## config.mk

```make
export PLATFORM = sky130hd
export DESIGN_NAME = stop_bit_integer_encoder_top
export DESIGN_NICKNAME = d
export VERILOG_FILES = /design/src/rtl/sbe_pkg.sv /design/src/rtl/stop_bit_integer_encoder_top.sv /design/src/rtl/sbe_front.sv /design/src/rtl/sbe_queue.sv /design/src/rtl/sbe_back.sv
export SDC_FILE = /design/constraint.sdc
export NUM_CORES = 1
export LEC_CHECK = 0
export BUFFER_PORTS_ARGS = -buffer_cell sky130_fd_sc_hd__buf_2
export CORE_MARGIN = 2
export CORE_UTILIZATION = 35
export DETAILED_ROUTE_END_ITERATION = 7
export PLACE_DENSITY_LB_ADDON = 0.05
export SKIP_CTS_REPAIR_TIMING = 1
export SKIP_LAST_GASP = 1
export SYNTH_ARGS = -nofsm -noshare
export SYNTH_HDL_FRONTEND = slang
export SYNTH_SLANG_ARGS = --single-unit
```

## constraint.sdc

```tcl
create_clock -name clk -period 4.6 [get_ports clk]
set_input_delay 0.46 -clock clk [delete_from_list [all_inputs] [get_ports clk]]
set_output_delay 0.46 -clock clk [all_outputs]
set_load 0.05 [all_outputs]
```

## src/rtl/sbe_pkg.sv

```systemverilog
package sbe_pkg;

  localparam int GROUP_BITS = 7;
  localparam int MAX_GROUPS = 10;
  localparam int VALUE_BITS = 64;
  localparam int EXT_BITS = GROUP_BITS * MAX_GROUPS;
  localparam int GRP_W = $clog2(MAX_GROUPS + 1);
  localparam int QUEUE_DEPTH = 2;

  localparam logic [7:0] STOP_MASK = 8'h80;

  typedef struct packed {
    logic [VALUE_BITS-1:0] value_bits;
    logic                  is_signed;
  } in_t;

  typedef struct packed {
    logic [7:0] out_byte;
    logic       last_byte;
  } out_t;

  typedef struct packed {
    logic [VALUE_BITS-1:0] value_bits;
    logic                  is_signed;
    logic [GRP_W-1:0]      groups;
  } entry_t;

endpackage

```

## src/rtl/stop_bit_integer_encoder_top.sv

```systemverilog
// stop-bit integer encoder
// an item (64-bit value plus signed flag) is taken at a rising edge with
// start high and busy low. the block emits the shortest big-endian run of
// 7-bit groups, one to ten bytes, most significant group first, each byte on
// result for one cycle with strobe high; the final byte has bit 7 set and
// last_byte high.
// an item that is taken is first written into the queue and then loaded into
// the serialiser, which sends its first byte once it is free.
// throughput: one byte per cycle, set by the byte serialiser. the bytes of
// successive items follow one another with no gap when the next item is
// already waiting in the queue.
// a small queue between the classifier and the serialiser takes new requests
// while earlier ones are still being sent; busy is high while it is full.
// the receiver cannot stall: every strobe cycle is a delivered byte.
// reset (synchronous) empties the queue and stops any output in progress.
module stop_bit_integer_encoder_top #(
  parameter int QUEUE_DEPTH = sbe_pkg::QUEUE_DEPTH
) (
  input  logic          clk,
  input  logic          rst,
  input  logic          start,
  output logic          busy,
  input  sbe_pkg::in_t  item,
  output logic          strobe,
  output sbe_pkg::out_t result
);

  sbe_pkg::entry_t front_entry;
  sbe_pkg::entry_t head;
  logic            empty;
  logic            full;
  logic            pop;
  logic            push;

  assign busy = full;
  assign push = start && !full;

  sbe_front u_front (
    .item  (item),
    .entry (front_entry)
  );

  sbe_queue #(
    .DEPTH (QUEUE_DEPTH)
  ) u_queue (
    .clk       (clk),
    .rst       (rst),
    .push      (push),
    .push_data (front_entry),
    .pop       (pop),
    .head      (head),
    .empty     (empty),
    .full      (full)
  );

  sbe_back u_back (
    .clk    (clk),
    .rst    (rst),
    .head   (head),
    .empty  (empty),
    .pop    (pop),
    .strobe (strobe),
    .result (result)
  );

  a_stop_bit: assert property (@(posedge clk) disable iff (rst)
    strobe |-> (result.out_byte[7] == result.last_byte))
    else $error("stop bit does not match last byte");

  a_unbroken_run: assert property (@(posedge clk) disable iff (rst)
    strobe && !result.last_byte |=> strobe)
    else $error("byte run broken before last byte");

  a_reset_quiet: assert property (@(posedge clk)
    rst |=> !strobe && !busy)
    else $error("output or busy after reset");

endmodule

```

## src/rtl/sbe_front.sv

```systemverilog
module sbe_front (
  input  sbe_pkg::in_t    item,
  output sbe_pkg::entry_t entry
);

  logic [sbe_pkg::GRP_W-1:0] groups;

  // fewest groups that hold the value, ten when none of the shorter forms fit
  always_comb begin
    logic [sbe_pkg::VALUE_BITS-1:0] v;
    logic                           fits;
    v = item.value_bits;
    groups = sbe_pkg::GRP_W'(sbe_pkg::MAX_GROUPS);
    for (int n = sbe_pkg::MAX_GROUPS - 1; n >= 1; n--) begin
      if (item.is_signed) begin
        fits = ((v >> (sbe_pkg::GROUP_BITS * n - 1)) == '0) ||
               ((~v >> (sbe_pkg::GROUP_BITS * n - 1)) == '0);
      end else begin
        fits = (v >> (sbe_pkg::GROUP_BITS * n)) == '0;
      end
      if (fits) begin
        groups = sbe_pkg::GRP_W'(n);
      end
    end
  end

  assign entry.value_bits = item.value_bits;
  assign entry.is_signed  = item.is_signed;
  assign entry.groups     = groups;

endmodule

```

## src/rtl/sbe_queue.sv

```systemverilog
module sbe_queue #(
  parameter int DEPTH = sbe_pkg::QUEUE_DEPTH
) (
  input  logic            clk,
  input  logic            rst,
  input  logic            push,
  input  sbe_pkg::entry_t push_data,
  input  logic            pop,
  output sbe_pkg::entry_t head,
  output logic            empty,
  output logic            full
);

  localparam int PTR_W = (DEPTH > 1) ? $clog2(DEPTH) : 1;
  localparam int CNT_W = $clog2(DEPTH + 1);

  sbe_pkg::entry_t   mem [DEPTH];
  logic [PTR_W-1:0]  wr_ptr;
  logic [PTR_W-1:0]  rd_ptr;
  logic [CNT_W-1:0]  count;

  assign empty = (count == '0);
  assign full  = (count == CNT_W'(DEPTH));
  assign head  = mem[rd_ptr];

  always_ff @(posedge clk) begin
    if (push) begin
      mem[wr_ptr] <= push_data;
    end
  end

  always_ff @(posedge clk) begin
    if (rst) begin
      wr_ptr <= '0;
      rd_ptr <= '0;
      count  <= '0;
    end else begin
      if (push) begin
        wr_ptr <= (wr_ptr == PTR_W'(DEPTH - 1)) ? '0 : wr_ptr + 1'b1;
      end
      if (pop) begin
        rd_ptr <= (rd_ptr == PTR_W'(DEPTH - 1)) ? '0 : rd_ptr + 1'b1;
      end
      if (push && !pop) begin
        count <= count + 1'b1;
      end else if (pop && !push) begin
        count <= count - 1'b1;
      end
    end
  end

endmodule

```

## src/rtl/sbe_back.sv

```systemverilog
module sbe_back (
  input  logic            clk,
  input  logic            rst,
  input  sbe_pkg::entry_t head,
  input  logic            empty,
  output logic            pop,
  output logic            strobe,
  output sbe_pkg::out_t   result
);

  logic                            active;
  logic [sbe_pkg::GRP_W-1:0]       grp;
  logic [sbe_pkg::EXT_BITS-1:0]    data;
  logic                            final_grp;

  assign final_grp = (grp == '0);
  assign pop       = !empty && (!active || final_grp);

  always_ff @(posedge clk) begin
    if (rst) begin
      active <= 1'b0;
      grp    <= '0;
    end else if (pop) begin
      active <= 1'b1;
      grp    <= head.groups - 1'b1;
    end else if (active) begin
      if (final_grp) begin
        active <= 1'b0;
      end else begin
        grp <= grp - 1'b1;
      end
    end
  end

  // top group padded with zeros or copies of the sign bit
  always_ff @(posedge clk) begin
    if (pop) begin
      data <= {{(sbe_pkg::EXT_BITS - sbe_pkg::VALUE_BITS)
                {head.is_signed & head.value_bits[sbe_pkg::VALUE_BITS-1]}},
               head.value_bits};
    end
  end

  assign strobe = active;
  assign result.out_byte = {1'b0, data[sbe_pkg::GROUP_BITS * grp +: sbe_pkg::GROUP_BITS]} |
                           (final_grp ? sbe_pkg::STOP_MASK : 8'h00);
  assign result.last_byte = final_grp;

endmodule
```

Yosys cells after proc, flatten, opt, wreduce, memory -nomap -nowiden
Memory sizes are Yosys's and may differ from the RTL's. A register that Yosys moved wholly into a read port is not among the register bits.
Index checks and enable logic that the tools add are counted.
W data, S select, Z words.
- $add $sub $neg: 6
- $mul: 1
- div/mod/pow operators: 0
- order comparisons: 0
- eq/ne operators: 2
- shifts and indexed selects: 1
- mux-type cells: 33
- bitwise operators: 3
- reduce and logical (&&, ||, !) cells: 51
- operators with widths (cell ; number):
    $logic_not A64 Y1 ; 27
    $shiftx A70 B8 Y7 ; 1
    $not A64 Y64 ; 1
    $mux W4 ; 11
    $mux W1 ; 18
    $logic_or A1 B1 Y1 ; 10
    $mux W8 ; 1
    $or A7 B8 Y8 ; 1
    $sub A4 B1 Y4 const B ; 2
    $mul A3 B4 Y7 const A ; 1
    $mux W2 ; 3
    $logic_not A1 Y1 ; 5
    $logic_and A1 B1 Y1 ; 4
    $logic_not A4 Y1 ; 1
    $reduce_bool A2 Y1 ; 2
    $add A1 B1 Y1 const B ; 2
    $add A2 B1 Y2 const B ; 1
    $eq A2 B2 Y1 const B ; 1
    $logic_not A2 Y1 ; 1
    $ne A2 B2 Y1 const B ; 1
    $reduce_and A2 Y1 ; 1
    $sub A2 B1 Y2 const B ; 1
    $and A1 B1 Y1 ; 1
- register bits: 74
- latch bits: 0
- memory bits (writable): 138
- ROM bits: 0
- bits of input ports: 68
- output and inout port bits: 11
- word-level logic and storage cells: 104
- memories: 1
- memory list (memory ; depth ; width ; read ports ; clocked after memory_dff ; write ports ; line ; source):
    u_queue.mem ; 2 ; 69 ; 1 ; 1 ; 1 ; sbe_queue.sv:17 ; sbe_pkg::entry_t mem [DEPTH];

Logic depth before layout (Yosys ltp)
Gate-level depths: netlist of run 1.
- depth after elaboration: 13
- depth in mapped cells: 9
- mapped depth without buffers: 8

By module
A second synthesis of run 1 with hierarchy kept.
- cells, all modules: 549
- area, all modules: 9130.0 um2
- by module, submodules not included (module ; instances ; cells each ; area an instance (um2) ; seq. area each (um2)):
    sbe_queue ; 1 ; 237 ; 5226.3 ; 4244.1
    sbe_back ; 1 ; 152 ; 2811.4 ; 2052.0
    sbe_front ; 1 ; 159 ; 1078.5 ; 0.0
    stop_bit_integer_encoder_top ; 1 ; 1 ; 13.8 ; 0.0

Worst setup path before layout of run 1
Ideal clock, no wire load.
- path kind: reg-to-reg
- start point: reg u_back.grp[2] (netlist bit)
- end point: reg u_back.grp[2] (netlist bit)
- setup time: 0.128 ns
- arrival: 4.209 ns
- required time: 4.472 ns
- path slack: 0.263 ns
- cell stages (with the launch flop): 9
- buffers on the path: 0
- clock period less this slack: 4.337 ns
- cell sequence: dfxtp_1 o41a_1 nor2_2 clkinv_1 a21oi_1 ha_1 o21ai_0 a221oi_1 nor2_1
- cells in the longest elaborated chain, start to end: 5
- elaborated cells on any way between the ends: 10
- classes of those cells: 1 x add/sub; 1 x eq/ne; 3 x mux; 5 x reduce/logical
- ends and longest elaborated chain (item ; line ; source):
    start: declaration ; sbe_back.sv:12 ; logic [sbe_pkg::GRP_W-1:0] grp;
    start signal: assignment ; sbe_back.sv:25 ; grp <= head.groups - 1'b1;
    start signal: assignment ; sbe_back.sv:30 ; grp <= grp - 1'b1;
    branches (longest 5 deep; another with $sub A4 B1 Y4) ; -- ;
Several ways; the timed one is not identified. The select of a mux whose other input is x is not followed.
A chain may end at the register's enable or synchronous reset.

==> flow_metrics.tcl, run 1 <==
set metrics [dict create \
    period_minus_slack_ps 3100 \
    rows 57 \
    grt_pass1_vias 5108 \
    max_cap_viol_count 0 \
    power.density_mw_per_mm2 644 \
    initial_core_util_pct 35.8 \
    synth.mux.area_fraction_pct 13.5 \
    root_buffer "clkbuf_16" \
    leakagePower_nw 3.38 \
    fmax_ghz 0.322 \
    vias_per_cell 5.19 \
    synth_fp_nets 585 \
    clock_latency_ps 510 \
    clkSlewWorstSetupHoldPaths_ps 50 \
    yosysTopAreaCell "edfxtp_1" \
    netlist_top_cells_count "edfxtp_1 (203), mux2_2 (65), nor2_1 (27), a21oi_1 (15)" \
    grt_usage_pct 16.1 \
    worstReg2RegStart "u_back.grp[1]" \
    slew_violations 0 \
    clock-sinks 213 \
    fp.dieArea_mm2 0.0262 \
    synth_enable_flop_cells 203 \
    portBuffers 78 \
    place_congestion 0.892 \
    path_class "reg2out" \
    rsz0062_at_grt "no" \
    syn_avg_cell_area_um2 17.0 \
    synth_top_family_by_area "multiplexers" \
    netlist_area_mm2 0.00874 \
    numCtsBuffers 25 \
    vias 4898 \
    die_h_um 162 \
    synthAdderAreaFrac_pct 0.573 \
    cp-start-kind "flop" \
    hold_viol_final 0 \
    ys_seq_area_share_pct 72.1 \
    worst_pin_slew_ps 1090 \
    async_reset_ff_share_pct 0 \
    synth_simple_gate_area_share_pct 8.21 \
    place_hpwl_mm 13.9 \
    cts_tree "built" \
    h-tree-depth 1 \
    finalSetupViolCount 0 \
    synth_flop_cell "edfxtp_1" \
    synth-xor-area-share_pct 0.501 \
    grt_pass1_wl_mm 31.6 \
    drcViolationCount 0 \
    ys_top_cells_by_area "edfxtp_1 (70%), mux2_2 (8.4%), mux4_2 (3.6%)" \
    hold_ws_ps 148 \
    grt_start_max_net_pins 70 \
    ys_seq_elements 213 \
    finalSetupTns_ps 0 \
    hp-class "in2reg" \
    max_slew_margin_pct 27.5 \
    required_ps 4140 \
    ant_nets 0 \
    chipWidth_um 162 \
    fin_skew_ps 13.0 \
    ys_warn_count 0 \
    drt_pre_antenna_iters 5 \
    arrival_ps 2640 \
    seq_area_mm2 0.00630 \
    synth_cell_types 59 \
    outcome "completed" \
    synth_compound_area_share_pct 3.71 \
    syn_inst 513 \
    clockBufferDepth 3 \
    synth_top_area_share_pct 69.8 \
    layout-drive-gt1-share_pct 34.0 \
    ir_drop_v 0.000404 \
    crit_fanout 20 \
    nFillCells 2250 \
    avgRoutedWirePerCell_um 21.9 \
    core-area_mm2 0.0244 \
    finalCritPeriodShare_pct 67.4 \
    drt_iter0_drc 337 \
    routed_wl_mm 20.7 \
    area_growth_pct 17.0 \
    yosysMostFrequentCell "edfxtp_1" \
    layout.nets 674 \
    antenna_cells 0 \
    overflow 0 \
    antenna_found_initial 0 \
    pin_count 79 \
    worstHoldStart "item[3]" \
    crit_start "u_back.grp[1]" \
    end_kind "output port" \
    multiInputGateArea_mm2 0.00233 \
]
==> layout by cell type, fill, tap and decap left out, drive strengths merged, types with 2 or more instances in the layout <==
master / instances
o32a: 2
nand3: 14
inv: 8
nor4: 12
or3: 8
nor2: 28
clkinvlp: 2
nand2b: 2
mux4: 14
edfxtp: 203
mux2i: 13
and2: 2
clkinv: 9
xnor2: 2
a21oi: 15
o21ai: 6
ha: 4
dfxtp: 10
buf: 83
mux2: 65
nand4: 14
a211oi: 3
nor4b: 3
o22ai: 8
nor3b: 2
nand2: 11
xor2: 3
or4: 6
o32ai: 2
nor3: 12
clkbuf: 35
==> cell families after synthesis <==
| kind of cell | count (synthesis) |
|---|---|
| DFF | 213 |
| and+or+nand+nor | 122 |
| muxes | 92 |
| AOI/OAI and AO/OA | 47 |
| buffers and inverters | 30 |
| xor gates and xnor gates | 5 |
| adders and majority gates | 4 |
==> registers in the layout, summed over array words and instances (netlist names), named ones only <==
register and cells:
u_queue.rd_ptr 1, u_back.grp 4, u_queue.count 2, u_back.data 65
u_back.strobe 1, u_queue.mem 138, u_queue.wr_ptr 1
==> path summary, 6_finish.rpt <==
path | end | slack [ps] | cells after the start
setup / recovery | result[1] | 1500 | 4
hold / removal | u_queue.mem[1][7] | 150 | 1
setup reg to reg | u_back.grp[2] | 1860 | 8
hold reg to reg | flop | 520 | 2
==> metal layers <==
| metal | wire (µm) | share of wire, % | global-route usage, % | vias to the layer above |
|---|---|---|---|---|
| met3 | 1000 | 4.9 | 3.04 | 36 |
| met2 | 9440 | 46 | 25.0 | 155 |
| met5 | 0 | 0 | 0 | - |
| li1 | - | - | - | 2249 |
| met4 | 629 | 3.0 | 5.11 | 0 |
| met1 | 9600 | 46 | 23.1 | 2458 |
==> per-stage QoR <==
step	utilization, %	area (µm²)	setup WS, ps	cells	total power [mW]
floorplan	-	8740	263	513	4.29
global placement	38.9	9490	1750	899	4.90
detailed placement	38.9	9490	1660	899	4.92
CTS	41.9	10200	1410	944	6.70
global route	41.9	10200	1300	944	6.92
finish	41.9	10200	1500	944	6.58
==> critical path, stage by stage (launching register included) <==
cell and delay (ps):
dfxtp_1 1030, mux4_2 430, mux2i_1 280, o22ai_1 150, buf_2 240
==> area by class of cell <==
| cell class | count | share of cell area, % |
|---|---|---|
| tap | 324 | 3.97 |
| sequential | 213 | 61.6 |
| clock inverter | 10 | 0.490 |
| clock buffer | 35 | 6.68 |
| inverter | 9 | 0.330 |
| multi-input combinational | 270 | 22.8 |
| timing repair buffer | 83 | 4.19 |
==> power breakdown <==
part           internal, mW  switching, mW  total, mW
combinational         0.624           1.09       1.72
sequential             2.83          0.274       3.11
clock                  1.03          0.733       1.76
total                  4.49           2.10       6.58
No activity file was read; power rests on OpenSTA's default activity.
==> run 2: changes to the inputs <==
--- a/config.mk
+++ b/config.mk
@@ -5,6 +5,7 @@
 export SDC_FILE = /design/constraint.sdc
 export NUM_CORES = 1
 export LEC_CHECK = 0
+export ABC_AREA = 1
 export BUFFER_PORTS_ARGS = -buffer_cell sky130_fd_sc_hd__buf_2
 export CORE_MARGIN = 2
 export CORE_UTILIZATION = 35
==> constraint.sdc (replaced) <==
create_clock -name clk -period 2.7 [get_ports clk]
set_input_delay 0.27 -clock clk [delete_from_list [all_inputs] [get_ports clk]]
set_output_delay 0.27 -clock clk [all_outputs]
set_load 0.05 [all_outputs]
==> run 2 against run 1 <==
Synthesized area up 8.5%. Highest routed layer unchanged. Clock skew rose by 17 ps. Cell count up 37%. Power up 80%. Critical path depth rose by 2. Largest power group unchanged. Hold slack got worse by 130 ps. Routed wire length rose by 30%. Count of clock-buffer cells in the layout is 5 lower.
==> flow_metrics.tcl, run 2 <==
set metrics [dict create \
    outcome "completed" \
    synth_top_area_share_pct 64.3 \
    required_ps 2430 \
    leakagePower_nw 4.09 \
    antenna_found_initial 0 \
    path_cells "buf_12 > o21ai_0 > o221ai_1 > o211ai_1 > o21ai_1 > buf_2" \
    nFillCells 2601 \
    root_buffer "clkbuf_16" \
    clock-sinks 213 \
    mostFrequentLayoutCells "edfxtp_1 (203), nor2_1 (148), nand2_1 (130)" \
    syn_avg_cell_area_um2 11.6 \
    rows 60 \
    cp_slowest_stage_delay_ps 450 \
    finalSetupTns_ps 0 \
    ir_drop_v 0.000519 \
    grt_usage_pct 18.9 \
    power.density_mw_per_mm2 1040 \
    core-area_mm2 0.0268 \
    initial_core_util_pct 35.4 \
    synth_top_family_by_area "simple AND/OR/NAND/NOR gates" \
    async_reset_ff_share_pct 0 \
    die_h_um 169 \
    design_area_mm2 0.0114 \
    routed_wl_mm 26.9 \
    placed_area_mm2 0.0103 \
    yosysMostFrequentCell "edfxtp_1" \
    pin_count 79 \
    overflow 0 \
    dpl_worst_slack_ps 147 \
    clockBufferDepth 3 \
    top_register "u_queue.mem" \
    post-route-util_pct 42.5 \
    vias 6530 \
    ys_seq_elements 213 \
    synth_cell_types 36 \
    dp.cells 1223 \
    numCtsBuffers 24 \
    worst_pin_slew_ps 694 \
    clkSlewWorstSetupHoldPaths_ps 60 \
    fp.dieArea_mm2 0.0284 \
    slew_violations 0 \
    synth_fp_nets 889 \
    hp-class "in2reg" \
    ant_nets 0 \
    place_hpwl_mm 18.9 \
    netlist_area_mm2 0.00948 \
    synth_enable_flop_cells 203 \
    layout.nets 1007 \
    ys_seq_area_share_pct 66.4 \
    ys_warn_count 0 \
    rsz0062_at_grt "no" \
    netlist_top_cells_count "edfxtp_1 (203), nor2_1 (150), nand2_1 (130), mux2_2 (66), inv_1 (53)" \
    largest_register_ffs 138 \
    arrival_ps 2280 \
    fmax_ghz 0.392 \
    cp-start-kind "flop" \
    end_kind "output port" \
    hold_ws_ps 17.5 \
    fin_skew_ps 29.8 \
    syn_inst 817 \
    synth_compound_area_share_pct 5.57 \
    synth_flop_cell "edfxtp_1" \
    synth_simple_gate_area_share_pct 16.0 \
    path_class "reg2out" \
    total_power_mw 11.9 \
    finalCritPeriodShare_pct 94.4 \
    max_slew_margin_pct 53.2 \
    synth-xor-area-share_pct 0.0924 \
    portBuffers 78 \
    chipWidth_um 169 \
    cts_tree "built" \
    crit_fanout 31 \
    antenna_cells 0 \
    drcViolationCount 0 \
    drt_iter0_drc 545 \
    multiInputGateArea_mm2 0.00289 \
    grt_start_max_net_pins 71 \
    synthAdderAreaFrac_pct 0.528 \
    final_common_cell "edfxtp_1" \
    area_growth_pct 20.3 \
    layout-drive-gt1-share_pct 22.7 \
    drt_pre_antenna_iters 5 \
    final_cells 1293 \
    period_minus_slack_ps 2550 \
    max_cap_viol_count 0 \
    h-tree-depth 1 \
    critPathSlowestCell "dfxtp_1" \
    vias_per_cell 5.05 \
    hold_viol_final 0 \
    avgRoutedWirePerCell_um 20.8 \
    largest_registers "u_queue.mem x138, u_back.data x65, u_back.grp x4" \
    synth.mux.area_fraction_pct 8.05 \
    setup_ws_ps 152 \
    grt_pass1_wl_mm 39.8 \
    yosysTopAreaCell "edfxtp_1" \
    grt_pass1_vias 6425 \
    finalSetupViolCount 0 \
    place_congestion 0.844 \
    seq_area_mm2 0.00630 \
    clock_latency_ps 530 \
    ys_top_cells_by_area "edfxtp_1 (64%), mux2_2 (7.8%), nor2_1 (5.9%)" \
]
run 2: cell types whose count changed after synthesis, sizes merged, moves of 4 or more:
cell,change
o21ai,+46
buf,+4
or4,-6
mux4,-14
mux2i,-11
nor4,-10
inv,+52
o211ai,+5
or3,-8
nand3,+30
nand2,+122
nor2,+123
o221ai,+8
clkbuf,-5
run 2: cell type report:
class	instances	area share, %
clock buffer	30	5.73
clock inverter	13	1.15
inverter	60	2.05
multi-input combinational	524	25.3
sequential	213	55.3
tap	341	3.74
timing repair buffer	112	6.72
run 2: final timing paths:
path                    start                  to  slack (ps)  cells after the start
max             u_back.grp[0]           result[7]         150                      6
min                  item[15]  u_queue.mem[0][19]          20                      1
max reg2reg  u_queue.count[1]    u_queue.count[1]         620                      8
min reg2reg    u_queue.rd_ptr                flop         450                      1
run 2: worst max-delay path, delay by kind of cell, from the launching register on:
family / cells / cell delay, ps
AOI/OAI and AO/OA: 4 / 730
buffers and inverters: 2 / 560
DFF: 1 / 450
run 2: cells by family (layout without fill, tap and decap cells):
group,Yosys count,count (layout)
adders and majority gates,4,4
buffers and inverters,80,215
muxes,68,68
DFF,213,213
xor gates and xnor gates,1,1
and+or+nand+nor,361,361
AOI/OAI and AO/OA,90,90
run 2: power breakdown:
part	internal (mW)	switching [mW]
logic	1.14	2.44
registers	4.72	0.363
clock network	1.91	1.29
run 2: routing by layer:
| metal | wire, µm | global-route usage [%] | vias up |
|---|---|---|---|
| li1 | - | - | 3124 |
| met1 | 13200 | 28.5 | 3189 |
| met2 | 12000 | 29.1 | 184 |
| met3 | 1340 | 2.57 | 33 |
| met4 | 389 | 3.86 | 0 |
| met5 | 0 | 0 | - |
==> run 3: changes to the inputs <==
--- a/config.mk
+++ b/config.mk
@@ -10,6 +10,7 @@
 export CORE_MARGIN = 2
 export CORE_UTILIZATION = 35
 export DETAILED_ROUTE_END_ITERATION = 7
+export GPL_TIMING_DRIVEN = 0
 export PLACE_DENSITY_LB_ADDON = 0.05
 export SKIP_CTS_REPAIR_TIMING = 1
 export SKIP_LAST_GASP = 1
==> constraint.sdc (replaced) <==
create_clock -name clk -period 3.2 [get_ports clk]
set_input_delay 0.32 -clock clk [delete_from_list [all_inputs] [get_ports clk]]
set_output_delay 0.32 -clock clk [all_outputs]
set_load 0.05 [all_outputs]
==> run 3 against run 2 <==
Clock power down 19%. Non-clock buffer count down 1. Global-route usage up 0.22 points. First-iteration DRC count up 0.73%. Critical path type unchanged. Critical endpoint is now result[3]. Largest power group unchanged.
==> flow_metrics.tcl, run 3 (synthesized netlist as in run 2, its figures left out) <==
set metrics [dict create \
    dpl_worst_slack_ps 641 \
    max_cap_viol_count 0 \
    finalCritPeriodShare_pct 94.3 \
    grt_pass1_wl_mm 40.1 \
    ir_drop_v 0.000448 \
    pin_count 79 \
    overflow 0 \
    drcViolationCount 0 \
    power.density_mw_per_mm2 886 \
    mostFrequentLayoutCells "edfxtp_1 (203), nor2_1 (148), nand2_1 (130)" \
    whs_endpoint "u_queue.mem[1][23]" \
    die_h_um 169 \
    dp.cells 1243 \
    top_register "u_queue.mem" \
    switchingPower_mw 3.42 \
    drt_pre_antenna_iters 5 \
    p_int_mw 6.56 \
    setup_ws_ps 184 \
    r2r_end "u_back.grp[2]" \
    arrival_ps 2700 \
    finalSetupViolCount 0 \
    portBuffers 78 \
    ant_nets 0 \
    crit_start "u_back.grp[0]" \
    vias_per_cell 5.06 \
    core-area_mm2 0.0268 \
    avgRoutedWirePerCell_um 20.8 \
    antenna_cells 0 \
    area_growth_pct 18.9 \
    largest_registers "u_queue.mem x138, u_back.data x65, u_back.grp x4" \
    crit_family "buffers and inverters" \
    outcome "completed" \
    end_kind "output port" \
    r2r_slack_ps 960 \
    period_minus_slack_ps 3020 \
    cp-start-kind "flop" \
    layout-drive-gt1-share_pct 22.2 \
    hp-class "in2reg" \
    h-tree-depth 1 \
    routed_wl_mm 26.9 \
    layout.nets 1006 \
    cts_tree "built" \
    worstHoldStart "item[19]" \
    clock-sinks 213 \
    place_congestion 0.911 \
    switching_share_pct 34.2 \
    r2r_cells 9 \
    fin_skew_ps 24.4 \
    root_buffer "clkbuf_16" \
    worst_pin_slew_ps 783 \
    cp_slowest_stage_delay_ps 600 \
    crit_fanout 10 \
    total_power_mw 9.98 \
    p_seq_share_pct 42.5 \
    worstReg2RegStart "u_back.grp[1]" \
    final_cells 1292 \
    combPwrFrac_pct 31.7 \
    largest_register_ffs 138 \
    chipWidth_um 169 \
    seq_area_mm2 0.00630 \
    final_common_cell "edfxtp_1" \
    grt_usage_pct 19.1 \
    cp_num_buf_inv 2 \
    initial_core_util_pct 35.4 \
    fmax_ghz 0.332 \
    clockBufferDepth 3 \
    clock_latency_ps 520 \
    numCtsBuffers 24 \
    fp.dieArea_mm2 0.0284 \
    worstHoldPathCells 1 \
    leakagePower_nw 4.05 \
    grt_start_max_net_pins 27 \
    path_class "reg2out" \
    slew_violations 0 \
    rows 60 \
    antenna_found_initial 0 \
    nFillCells 2561 \
    multiInputGateArea_mm2 0.00288 \
    clkSlewWorstSetupHoldPaths_ps 60 \
    rsz0062_at_grt "no" \
    critPathSlowestCell "clkbuf_1" \
    p_clk_share_pct 25.8 \
    required_ps 2880 \
    vias 6536 \
    max_slew_margin_pct 47.8 \
    grt_pass1_vias 6486 \
    drt_iter0_drc 549 \
    place_hpwl_mm 20.3 \
    path_cells "clkbuf_1 > nor2_1 > o22ai_1 > o211ai_1 > o21ai_1 > buf_2" \
    hold_viol_final 0 \
]
-- run 3: changes by cell type in the layout (fill, tap and decap cells not counted), moves of 3 or more --
cell           change
buf_1              +3
dlygate4sd3_1     -19
clkinv_2           -3
clkinv_1           +6
clkbuf_1          +10
buf_2              +8
clkbuf_8           -3
-- run 3: layout make-up --
cell class	count	area share [%]
inverter	60	2.00
clock inverter	14	1.09
tap	341	3.78
sequential	213	55.8
buffer	19	0.766
multi-input combinational	524	25.6
clock buffer	29	5.49
timing repair buffer	92	5.46
-- run 3: worst register-to-register path, stage by stage, from the launching register on --
cell      delay, ps
dfxtp_1         450
nor2_4          180
nand3_4         110
a21oi_4         490
buf_12          260
o21ai_2         100
ha_1            220
xnor2_1         130
o211ai_1        160
inv_1            50
-- run 3: how the worst max path moves through the flow --
stage / end / slack [ps] / depth (start not counted)
after global routing: result[1] / 10 / 6
after floorplan: u_queue.mem[1][0] / 410 / 3
after detailed placement: result[7] / 640 / 7
after global placement: u_queue.mem[1][24] / -900 / 3
final: result[3] / 180 / 6
after CTS: result[7] / 70 / 7
-- run 3: routing by layer --
layer	global-route usage, %	up-vias	share of wire, %
met5	0	-	0
met4	5.47	0	2.9
met3	2.69	46	5.2
met2	30.4	204	45
met1	27.4	3165	47
li1	-	3121	-
-- run 3: power groups by stage --
stage          Combinational [mW]  Sequential (mW)  Clock, mW
4_1_cts                      3.21             4.26       2.65
3_5_place_dp                 3.19             4.30          0
3_3_place_gp                 2.98             4.36          0
5_1_grt                      3.46             4.30       2.76
2_1_floorplan                2.06             4.21          0
6_report                     3.17             4.24       2.58
-- run 3: stage by stage --
step / cell area (µm²) / util (%) / hold WS (ps) / setup TNS [ps]
5_1_grt: 11300 / 42.1 / 25.4 / 0
2_1_floorplan: 9480 / - / 392 / 0
6_report: 11300 / 42.1 / 37.3 / 0
3_5_place_dp: 10500 / 39.0 / 439 / 0
3_3_place_gp: 10300 / 38.4 / 440 / -123140
4_1_cts: 11200 / 41.8 / -31.2 / 0
